### config.mk
export PLATFORM = sky130hd
export DESIGN_NAME = skvf_merge
export DESIGN_NICKNAME = d
export VERILOG_FILES = /design/src/rtl/core/skvf_pkg.sv /design/src/rtl/core/skvf_merge.sv
export SDC_FILE = /design/constraint.sdc
export NUM_CORES = 1
export LEC_CHECK = 0
export CAP_MARGIN = 20
export CORE_AREA = 2 2 78 80
export DETAILED_ROUTE_END_ITERATION = 7
export DIE_AREA = 0 0 80 82
export DONT_BUFFER_PORTS = 1
export HOLD_SLACK_MARGIN = 0.06
export PLACE_DENSITY = 0.66
export SLEW_MARGIN = 5
export SYNTH_ARGS = -nofsm -noshare
export SYNTH_HDL_FRONTEND = slang
export SYNTH_SLANG_ARGS = --single-unit
### constraint.sdc
create_clock -name clk -period 1.1 [get_ports clk]
set_clock_uncertainty 0.1 [all_clocks]
set_input_delay 0.165 -clock clk [delete_from_list [all_inputs] [get_ports clk]]
set_output_delay 0.165 -clock clk [all_outputs]
set_load 0.05 [all_outputs]
### src/rtl/core/skvf_pkg.sv
// ----------------------------------------------------------------------------
// skvf_pkg: shared definitions for the scalar Kalman velocity filter
// Fixed-point widths, register indexes, reset values and the lane control
// bundle used by the sequencer and the per-axis lanes.
// ----------------------------------------------------------------------------
package skvf_pkg;

  localparam int DATA_W     = 32;           // Q16.16 value width
  localparam int FRAC_W     = 16;           // fractional bits
  localparam int GAIN_W     = FRAC_W + 1;   // gain is 0 .. 1.0 in Q1.16
  localparam int CFG_ADDR_W = 2;
  localparam int AXES_DEF   = 3;

  // Number of divider iterations: one quotient bit per cycle.
  localparam int DIV_STEPS  = GAIN_W;
  localparam int CNT_W      = $clog2(DIV_STEPS);

  localparam logic [CFG_ADDR_W-1:0] REG_MEAS_NOISE = 2'd0;
  localparam logic [CFG_ADDR_W-1:0] REG_PROC_NOISE = 2'd1;

  localparam logic [DATA_W-1:0] MEAS_NOISE_RESET = 32'd131072000;  // 2000.0
  localparam logic [DATA_W-1:0] PROC_NOISE_RESET = 32'd65536;      // 1.0

  // Step strobes broadcast from the sequencer to every lane.
  typedef struct packed {
    logic load;   // latch sample, start division
    logic step;   // one restoring division step
    logic mul;    // form gain products
    logic upd;    // write back estimate and variance
  } lane_ctrl_t;

endpackage

### src/rtl/core/skvf_merge.sv
// ----------------------------------------------------------------------------
// skvf_merge: result register
// Gathers the lane estimates into one request and holds it until taken.
// ----------------------------------------------------------------------------
module skvf_merge #(
  parameter int AXES = skvf_pkg::AXES_DEF
) (
  input  logic                             clk,
  input  logic                             rst_n,
  input  logic                             load,
  input  logic [AXES*skvf_pkg::DATA_W-1:0] lane_est,
  output logic                             busy,
  output logic                             out_tvalid,
  input  logic                             out_tready,
  output logic [AXES*skvf_pkg::DATA_W-1:0] out_tdata
);
  import skvf_pkg::*;

  logic                     valid_r, valid_nxt;
  logic [AXES*DATA_W-1:0]   data_r;

  always_comb begin
    valid_nxt = valid_r;
    if (load) begin
      valid_nxt = 1'b1;
    end else if (out_tready) begin
      valid_nxt = 1'b0;
    end
  end

  always_ff @(posedge clk) begin
    if (!rst_n) begin
      valid_r <= 1'b0;
    end else begin
      valid_r <= valid_nxt;
    end
  end

  always_ff @(posedge clk) begin
    if (load) begin
      data_r <= lane_est;
    end
  end

  // The register can take a new result when empty or being drained.
  assign busy       = valid_r && !out_tready;
  assign out_tvalid = valid_r;
  assign out_tdata  = data_r;

endmodule

==> results.toml <==
[outcome]
outcome = "finished, violations left"
violations = "negative hold slack, negative setup slack"

[global_routing]
grt_pass1_wl_um = 12900
grt.total_usage = 0.301
overflow = 0
grt_max_degree = 98
first_global_vias = 2083
antenna_found_initial = 1

[layout]
final_cells = 387
fin_util = 0.923
fin_nets = 406
fillers = 156
drive_gt1_frac = 0.367
syn_to_final_growth_pct = 81.4

[floorplan]
num_rows = 28
die-area_mm2 = 0.00656
fp.coreArea_mm2 = 0.00575
io_pins = 198
fp.dieW_um = 80
dieHeight_um = 82
initial_utilization = 0.509

[sta]
relSlewSlack = 0.905
final-hold-violation-count = 97
hold_ws_ns = -0.184
fin_ws_ns = -0.181
layout_min_cycle_time_ns = 1.28
max_freq_ghz = 0.780
rsz0062_at_grt = "yes"
finalMaxSlewViolations = 0
fin_crit_sh = 1.16
setup_viol = 98
worstMarginPinSlew_ns = 0.143

[synth]
yosys-top-cells-count = "96 x edfxtp_1, 1 x dfxtp_1, 1 x nor2b_4, 1 x o21a_1"
synthesis.area_mm2 = 0.00292
postSynthAreaPerCell_um2 = 29.5
yosysUniqueCellTypes = 4
ys_seq_elements = 97
synthMostInstantiatedCell = "edfxtp_1"
synthArstFlopShare = 0
ys_seq_area_frac = 0.993
ys_warn_count = 0
yosys.area.top_type = "edfxtp_1"
syn_nets = 199
synth_edf_count = 96
synthCells = 99
synthFlopType = "edfxtp_1"
synthTopCellsByArea = "edfxtp_1 99%, dfxtp_1 0.68%, nor2b_4 0.47%"
yosysTopAreaCellShare = 0.986

[routing]
num_vias = 1978
drc = 0
wl_per_cell_um = 25.5
first_pass_iters = 4
drt_iter0_markers = 137
vias_per_cell = 5.11
ant_nets = 0
drt_wl_total_um = 9860

[clock_tree]
clock_sinks = 97
cts_inserted_buffers = 9
cts_hold_buf = 97
insertion_delay_ns = 0.35
clk_pin_slew_ns = 0.10
cts_buffer_depth = 2
ctsHtreeMaxLevel = 3
cts_tree = "done"
cts-root-buf = "clkbuf_8"

[power_and_ir_drop]
totalPowerFinal_mw = 8.84
ir_drop_v = 0.00143
p_leak_nw = 2.05
cellPowerDensity_mw_per_mm2 = 1670

[place]
dpl.cell_count = 272
gp_congestion = 0.657
place.port_buffers = 0

[critical_path]
critPathKind = "reg2out"
critical_path.startpoint_type = "flop"
cp-end-kind = "output port"
ff2ff_path_depth = 2
crit_arrival_ns = 1.02
cp.required_ns = 0.83
path_max_fanout = 2

[hold_path]
hold_class = "in2reg"
holdPathStages = 0

[run]
max_cap_viol_count = 0
## sequential cells by signal (all words and copies together), names as in the netlist
signal      cells
out_tdata      96
out_tvalid      1
## through the flow
stage	TNS, ns	worst slack (ns)	instance area (µm²)
floorplan	0	0.0118	2930
global placement	0	0.213	3770
detailed placement	0	0.205	3770
CTS	-7.62	-0.170	5300
global route	-14.05	-0.235	5310
finish	-10.40	-0.181	5310
## per-layer routing
| layer | share of wire | global-route usage | up-vias | wire length [µm] |
|---|---|---|---|---|
| met2 | 0.56 | 0.552 | 162 | 5540 |
| met4 | 0.028 | 0.134 | 0 | 278 |
| met1 | 0.33 | 0.304 | 980 | 3210 |
| met3 | 0.084 | 0.112 | 21 | 829 |
| met5 | 0 | 0 | - | 0 |
| li1 | - | - | 815 | - |
## area by class of cell
type / instances / area, µm² / share of cell area
clock inverter: 6 / 58.8 / 0.0111
sequential: 97 / 2910 / 0.548
antenna: 1 / 2.50 / 0.000472
tap: 75 / 93.8 / 0.0177
multi-input combinational: 2 / 21.3 / 0.00401
timing repair buffer: 196 / 2090 / 0.395
clock buffer: 10 / 128 / 0.0241
## report_power, final
group / internal [mW] / switching [mW]
sequential: 4.39 / 0.174
clock: 1.04 / 1.25
combinational: 0.764 / 1.23
total: 6.19 / 2.65
## critical path, stage by stage (launching register included)
cell and delay (ns):
dfxtp_4 0.35, nor2b_4 0.17, buf_12 0.15
## cells by family after synthesis
kind of cell       Yosys count  synth area share
and+or+nand+nor              1           0.00471
DFF                         97             0.993
AOI/OAI and AO/OA            1           0.00257
## cells in the final DEF, fill, tap and decap left out, drive strengths merged
master | synthesis | layout
diode | 0 | 1
bufinv | 0 | 1
nor2b | 1 | 1
clkinv | 0 | 4
edfxtp | 96 | 96
clkinvlp | 0 | 1
clkbuf | 0 | 10
o21a | 1 | 1
dlygate4sd3 | 0 | 97
buf | 0 | 99
dfxtp | 1 | 1
## repair_timing
item,in CTS,in global routing
gates resized for setup,98,0
setup buffers,1,0
hold endpoints to repair,193,97
endpoints found under the setup margin,98,98
## path summary, 6_finish.rpt
check | startpoint | to | slack [ns]
setup reg to reg | out_tvalid | out_tvalid | 0.25
hold / removal | load | out_tdata[30] | -0.18
setup / recovery | out_tvalid | busy | -0.18
hold reg to reg | out_tvalid | out_tvalid | 0.57
Power figures use the tool's default switching activity.
