### config.mk
export PLATFORM = sky130hd
export DESIGN_NAME = skvf_lane
export DESIGN_NICKNAME = d
export VERILOG_FILES = /design/src/rtl/core/skvf_pkg.sv /design/src/rtl/core/skvf_lane.sv
export SDC_FILE = /design/constraint.sdc
export NUM_CORES = 2
export LEC_CHECK = 0
export ABC_AREA = 1
export BUFFER_PORTS_ARGS = -buffer_cell sky130_fd_sc_hd__buf_2
export CAP_MARGIN = 20
export CORE_AREA = 2 2 434 436
export CTS_BUF_LIST = sky130_fd_sc_hd__clkbuf_4
export CTS_CLUSTER_SIZE = 14
export DETAILED_ROUTE_END_ITERATION = 10
export DIE_AREA = 0 0 436 438
export GPL_ROUTABILITY_DRIVEN = 0
export HOLD_SLACK_MARGIN = 0.03
export SLEW_MARGIN = 10
export SYNTH_ARGS = -nofsm -noshare
export SYNTH_HDL_FRONTEND = slang
export SYNTH_SLANG_ARGS = --single-unit
export TNS_END_PERCENT = 5
### constraint.sdc
create_clock -name clk -period 6.2 [get_ports clk]
set_input_delay 1.55 -clock clk [delete_from_list [all_inputs] [get_ports clk]]
set_output_delay 1.55 -clock clk [all_outputs]
set_load 0.05 [all_outputs]
### src/rtl/core/skvf_pkg.sv
// ----------------------------------------------------------------------------
// skvf_pkg: shared definitions for the scalar Kalman velocity filter
// Fixed-point widths, register indexes, reset values and the lane control
// bundle used by the sequencer and the per-axis lanes.
// ----------------------------------------------------------------------------
package skvf_pkg;

  localparam int DATA_W     = 32;           // Q16.16 value width
  localparam int FRAC_W     = 16;           // fractional bits
  localparam int GAIN_W     = FRAC_W + 1;   // gain is 0 .. 1.0 in Q1.16
  localparam int CFG_ADDR_W = 2;
  localparam int AXES_DEF   = 3;

  // Number of divider iterations: one quotient bit per cycle.
  localparam int DIV_STEPS  = GAIN_W;
  localparam int CNT_W      = $clog2(DIV_STEPS);

  localparam logic [CFG_ADDR_W-1:0] REG_MEAS_NOISE = 2'd0;
  localparam logic [CFG_ADDR_W-1:0] REG_PROC_NOISE = 2'd1;

  localparam logic [DATA_W-1:0] MEAS_NOISE_RESET = 32'd131072000;  // 2000.0
  localparam logic [DATA_W-1:0] PROC_NOISE_RESET = 32'd65536;      // 1.0

  // Step strobes broadcast from the sequencer to every lane.
  typedef struct packed {
    logic load;   // latch sample, start division
    logic step;   // one restoring division step
    logic mul;    // form gain products
    logic upd;    // write back estimate and variance
  } lane_ctrl_t;

endpackage

### src/rtl/core/skvf_lane.sv
// ----------------------------------------------------------------------------
// skvf_lane: one axis of the scalar Kalman filter
// Holds the axis state, computes the gain with a bit-serial divider and
// applies the estimate and variance updates.
// ----------------------------------------------------------------------------
module skvf_lane (
  input  logic                       clk,
  input  logic                       rst_n,
  input  skvf_pkg::lane_ctrl_t       ctrl,
  input  logic [skvf_pkg::DATA_W-1:0] sample,
  input  logic [skvf_pkg::DATA_W-1:0] meas_noise,
  input  logic [skvf_pkg::DATA_W-1:0] proc_noise,
  output logic [skvf_pkg::DATA_W-1:0] estimate
);
  import skvf_pkg::*;

  // Axis state, cleared by reset.
  logic [DATA_W-1:0]   prior_r,  prior_nxt;
  logic [DATA_W-1:0]   var_r,    var_nxt;

  // Working registers.
  logic [DATA_W:0]     den_r;        // P + R, exact
  logic [DATA_W:0]     rem_r;        // partial remainder, below den whenever den is nonzero
  logic [GAIN_W-1:0]   nq_r;         // numerator bits out, quotient bits in
  logic                zero_den_r;
  logic [DATA_W:0]     innov_r;      // sample - prior, signed
  logic [GAIN_W+DATA_W:0]   corr_prod_r;  // signed gain * innovation
  logic [GAIN_W+DATA_W-1:0] kp_prod_r;    // gain * P

  logic [DATA_W+1:0]   rem_sh;
  logic                q_bit;
  logic [GAIN_W-1:0]   gain;
  logic [DATA_W+2:0]   corr;
  logic [DATA_W+3:0]   est_sum;
  logic [DATA_W:0]     var_sum;

  always_comb begin
    rem_sh = {rem_r, nq_r[GAIN_W-1]};
    q_bit  = (rem_sh >= {1'b0, den_r});
  end

  assign gain = zero_den_r ? '0 : nq_r;

  // Floor of the product over 2^16 is an arithmetic shift.
  assign corr    = {corr_prod_r[GAIN_W+DATA_W], corr_prod_r[GAIN_W+DATA_W:FRAC_W]};
  assign est_sum = {{4{prior_r[DATA_W-1]}}, prior_r} + {corr[DATA_W+2], corr};
  // kp never exceeds P, so this subtraction cannot go negative.
  assign var_sum = {1'b0, var_r} + {1'b0, proc_noise}
                 - {1'b0, kp_prod_r[FRAC_W +: DATA_W]};

  always_comb begin
    prior_nxt = prior_r;
    var_nxt   = var_r;
    if (ctrl.upd) begin
      if (est_sum[DATA_W+3:DATA_W-1] == '0 || est_sum[DATA_W+3:DATA_W-1] == '1) begin
        prior_nxt = est_sum[DATA_W-1:0];
      end else if (est_sum[DATA_W+3]) begin
        prior_nxt = {1'b1, {(DATA_W-1){1'b0}}};
      end else begin
        prior_nxt = {1'b0, {(DATA_W-1){1'b1}}};
      end
      var_nxt = var_sum[DATA_W] ? '1 : var_sum[DATA_W-1:0];
    end
  end

  always_ff @(posedge clk) begin
    if (!rst_n) begin
      prior_r <= '0;
      var_r   <= '0;
    end else begin
      prior_r <= prior_nxt;
      var_r   <= var_nxt;
    end
  end

  always_ff @(posedge clk) begin
    if (ctrl.load) begin
      den_r      <= {1'b0, var_r} + {1'b0, meas_noise};
      zero_den_r <= (var_r == '0) && (meas_noise == '0);
      // Numerator is P * 2^16; its top bits (P >> 1) are already below den.
      rem_r      <= {2'b00, var_r[DATA_W-1:1]};
      nq_r       <= {var_r[0], {FRAC_W{1'b0}}};
      innov_r    <= {sample[DATA_W-1], sample} - {prior_r[DATA_W-1], prior_r};
    end else if (ctrl.step) begin
      rem_r <= q_bit ? rem_sh[DATA_W:0] - den_r : rem_sh[DATA_W:0];
      nq_r  <= {nq_r[GAIN_W-2:0], q_bit};
    end
    if (ctrl.mul) begin
      corr_prod_r <= $signed({1'b0, gain}) * $signed(innov_r);
      kp_prod_r   <= gain * var_r;
    end
  end

  assign estimate = prior_r;

endmodule

==> results.py <==
metrics = {
    "floorplanning": {
        "dieWidth_um": 436,
        "die_h_um": 438,
        "coreArea_mm2": 0.187,
        "num_rows": 159,
        "die_area_mm2": 0.191,
        "initial_core_util": 0.298,
        "io_pins": 134,
    },
    "worst_setup_path": {
        "cpPeakStageDelay_ps": 530,
        "path_common_cell": "inv_1",
        "reg2reg_slack_ps": -250,
        "r2r-end": "corr_prod_r[46]",
        "rr_startpoint": "zero_den_r",
        "crit_type": "reg2reg",
        "cp_max_fo": 13,
        "critPathBufInv": 12,
        "crit_family": "adder cells",
        "critPathLaunchType": "flip-flop",
        "arrival_ps": 7160,
        "cp-end-kind": "flip-flop",
        "reg2regPathDepth": 29,
        "required_ps": 6920,
        "worst_path_max_delay_cell": "fa_1",
    },
    "drt": {
        "vias_per_cell": 4.81,
        "wire_per_inst_um": 18.4,
        "drtIter0Drc": 3838,
        "ant_nets": 0,
        "drc": 0,
        "num_vias": 49534,
        "drt-total-wl_um": 189000,
        "drt_first_pass_iters": 6,
    },
    "timing": {
        "fin_crit_ps": 6450,
        "rsz0062_at_grt": "true",
        "tightest_slew_ps": 990,
        "relSlewSlack": 0.340,
        "fin_skew_ps": 71.4,
        "hold_ws_ps": 487,
        "maxSlewViolCount": 0,
        "max_freq_ghz": 0.155,
        "final_hold_viol_count": 0,
        "finalCritPeriodShare": 1.04,
        "setup_violations": 44,
        "setup_slack_ps": -246,
    },
    "cells_and_area": {
        "fin_util": 0.354,
        "fin_nets": 9243,
        "fillers": 19540,
        "drive_gt1_frac": 0.147,
        "area_growth_syn_to_layout_pct": 18.7,
        "stdcell_count": 10291,
    },
    "placed_design": {
        "numPortBuffers": 133,
        "place_inst": 10141,
        "place_hpwl_um": 158000,
        "place_ws_ps": -571,
    },
    "clocking": {
        "clock_latency_ps": 1010,
        "htreeDepth": 3,
        "path_clk_slew_ps": 70,
        "clockRootBuffer": "clkbuf_4",
        "cts.sinks": 247,
        "cts_tree": "done",
        "cts_buffers": 73,
        "cts_hold_buf": 0,
        "cts_buffer_depth": 3,
    },
    "pwr": {
        "total_power_mw": 15.1,
        "peakVddDrop_v": 0.000278,
        "p_leak_nw": 33.2,
        "power_density_mw_per_mm2": 228,
    },
    "synth": {
        "synth_edf_count": 165,
        "yosysWarnings": 0,
        "synth_ff_type": "edfxtp_1",
        "netlist_area_mm2": 0.0556,
        "synth.ff_latch_count": 247,
        "syn_inst": 7133,
        "synthArstFlopShare": 0,
        "ys_seq_area_frac": 0.119,
        "ys_types": 58,
        "syn_area_per_cell_um2": 7.80,
        "synthesis.nets": 8641,
    },
    "status": {
        "violations": "negative setup slack",
        "status": "complete, but fails checks",
    },
    "global_route": {
        "grt_pass1_vias": 52524,
        "grt_max_degree": 65,
        "grt_use_total": 0.199,
        "antenna_found_initial": 9,
        "grt_pass1_wl_um": 296000,
        "grt_remaining_overflow": 0,
    },
    "min_path": {
        "min_path_type": "reg2reg",
        "min_from": "rem_r[31]",
        "min_path_cells": 2,
        "hold-path-endpoint": "rem_r[31]",
    },
    "flow_run": {
        "cap_violations": 0,
    },
}
cell usage in the layout (no fill, tap or decap), drive strengths merged, types with 2 or more instances in the layout:
master and count:
clkbuf 105, ha 395, nor2 768, inv 1726
clkinvlp 3, clkinv 44, bufbuf 2, nand4 20
and2 4, o21a 22, a21oi 343, or2 11
edfxtp 165, xor2 126, nand3b 7, a21o 40
nand2 1453, o21ai 245, o211ai 27, o22ai 16
fa 1011, o21bai 30, o221ai 4, nor4 34
a211oi 9, and3 2, nand3 151, dfxtp 82
nor3 53, diode 5, a31oi 33, xnor2 81
o31ai 5, a21boi 19, buf 748
power breakdown:
part           internal [mW]  switching (mW)  total [mW]
clock network          0.825           0.883        1.71
registers               2.42           0.491        2.91
logic                   3.65            6.83        10.5
worst reg2reg max path: cells and delay by family (launching register included):
family	cells	cell delay, ps
AND/OR/NAND/NOR	8	1140
buffers and inverters	12	1400
XOR/XNOR	1	150
adder cells (fa/ha/maj)	7	3000
flip-flops	1	410
AO/OA/AOI/OAI	1	80
cells by family after synthesis:
group,Yosys count,synth area share
AOI/OAI and AO/OA,796,0.0817
xor gates and xnor gates,207,0.0326
adders and majority gates,1406,0.453
buffers and inverters,1971,0.135
DFF,247,0.119
and+or+nand+nor,2506,0.180
worst max path at each step:
stage | depth (start not counted) | end | from | slack, ps
final | 29 | corr_prod_r[46] | zero_den_r | -250
after global routing | 27 | kp_prod_r[47] | zero_den_r | -470
after CTS | 25 | corr_prod_r[46] | zero_den_r | -190
after detailed placement | 23 | corr_prod_r[38] | zero_den_r | -570
after global placement | 25 | corr_prod_r[46] | zero_den_r | -560
after floorplan | 27 | corr_prod_r[49] | zero_den_r | -10
metal layers:
metal	track usage	routed length, µm	up-vias
met4	0.0730	7910	6
met5	0	44	-
met3	0.0396	15800	407
li1	-	-	22621
met2	0.334	88500	2110
met1	0.252	76800	24390
sequential cells by signal (all words and copies together) (netlist names):
name and flops:
var_r 32, kp_prod_r 32, den_r 33, rem_r 33, corr_prod_r 34, innov_r 33
zero_den_r 1, nq_r 17, estimate 32
timing repair:
item / 4_1_cts / 5_1_grt
endpoints found under the setup margin: 60 / 63
gates resized for setup: 165 / 89
setup buffers: 11 / 1
hold endpoints to repair: 0 / 0
cloned: 2 / 0
pin swaps: 21 / 16
cell usage after synthesis (all sizes together), types with 46 or more instances:
master | n | area (µm²)
inv | 1727 | 6480
nand2 | 1453 | 5510
fa | 1011 | 20200
nor2 | 768 | 2900
ha | 395 | 4940
a21oi | 343 | 1780
o21ai | 245 | 1240
clkbuf | 177 | 664
edfxtp | 165 | 4950
nand3 | 151 | 803
xor2 | 126 | 1100
dfxtp | 82 | 1640
xnor2 | 81 | 709
nor3 | 53 | 270
buf | 46 | 279
layout make-up:
type / instances / area (µm²) / area share
Antenna cell: 5 / 12.5 / 0.000189
Sequential cell: 247 / 6600 / 0.0998
Inverter: 1748 / 6570 / 0.0995
Tap cell: 2495 / 3120 / 0.0472
Clock inverter: 26 / 148 / 0.00223
Timing Repair Buffer: 750 / 6090 / 0.0921
Clock buffer: 105 / 788 / 0.0119
Multi-Input combinational cell: 4915 / 42700 / 0.647
stage by stage:
| step | cell area [µm²] | TNS (ps) |
|---|---|---|
| 5_1_grt | 66100 | -15750 |
| 2_1_floorplan | 55700 | -20.6 |
| 3_5_place_dp | 63700 | -13470 |
| 6_report | 66100 | -4660 |
| 4_1_cts | 65700 | -3640 |
| 3_3_place_gp | 63700 | -12030 |
Power figures use the tool's default switching activity.
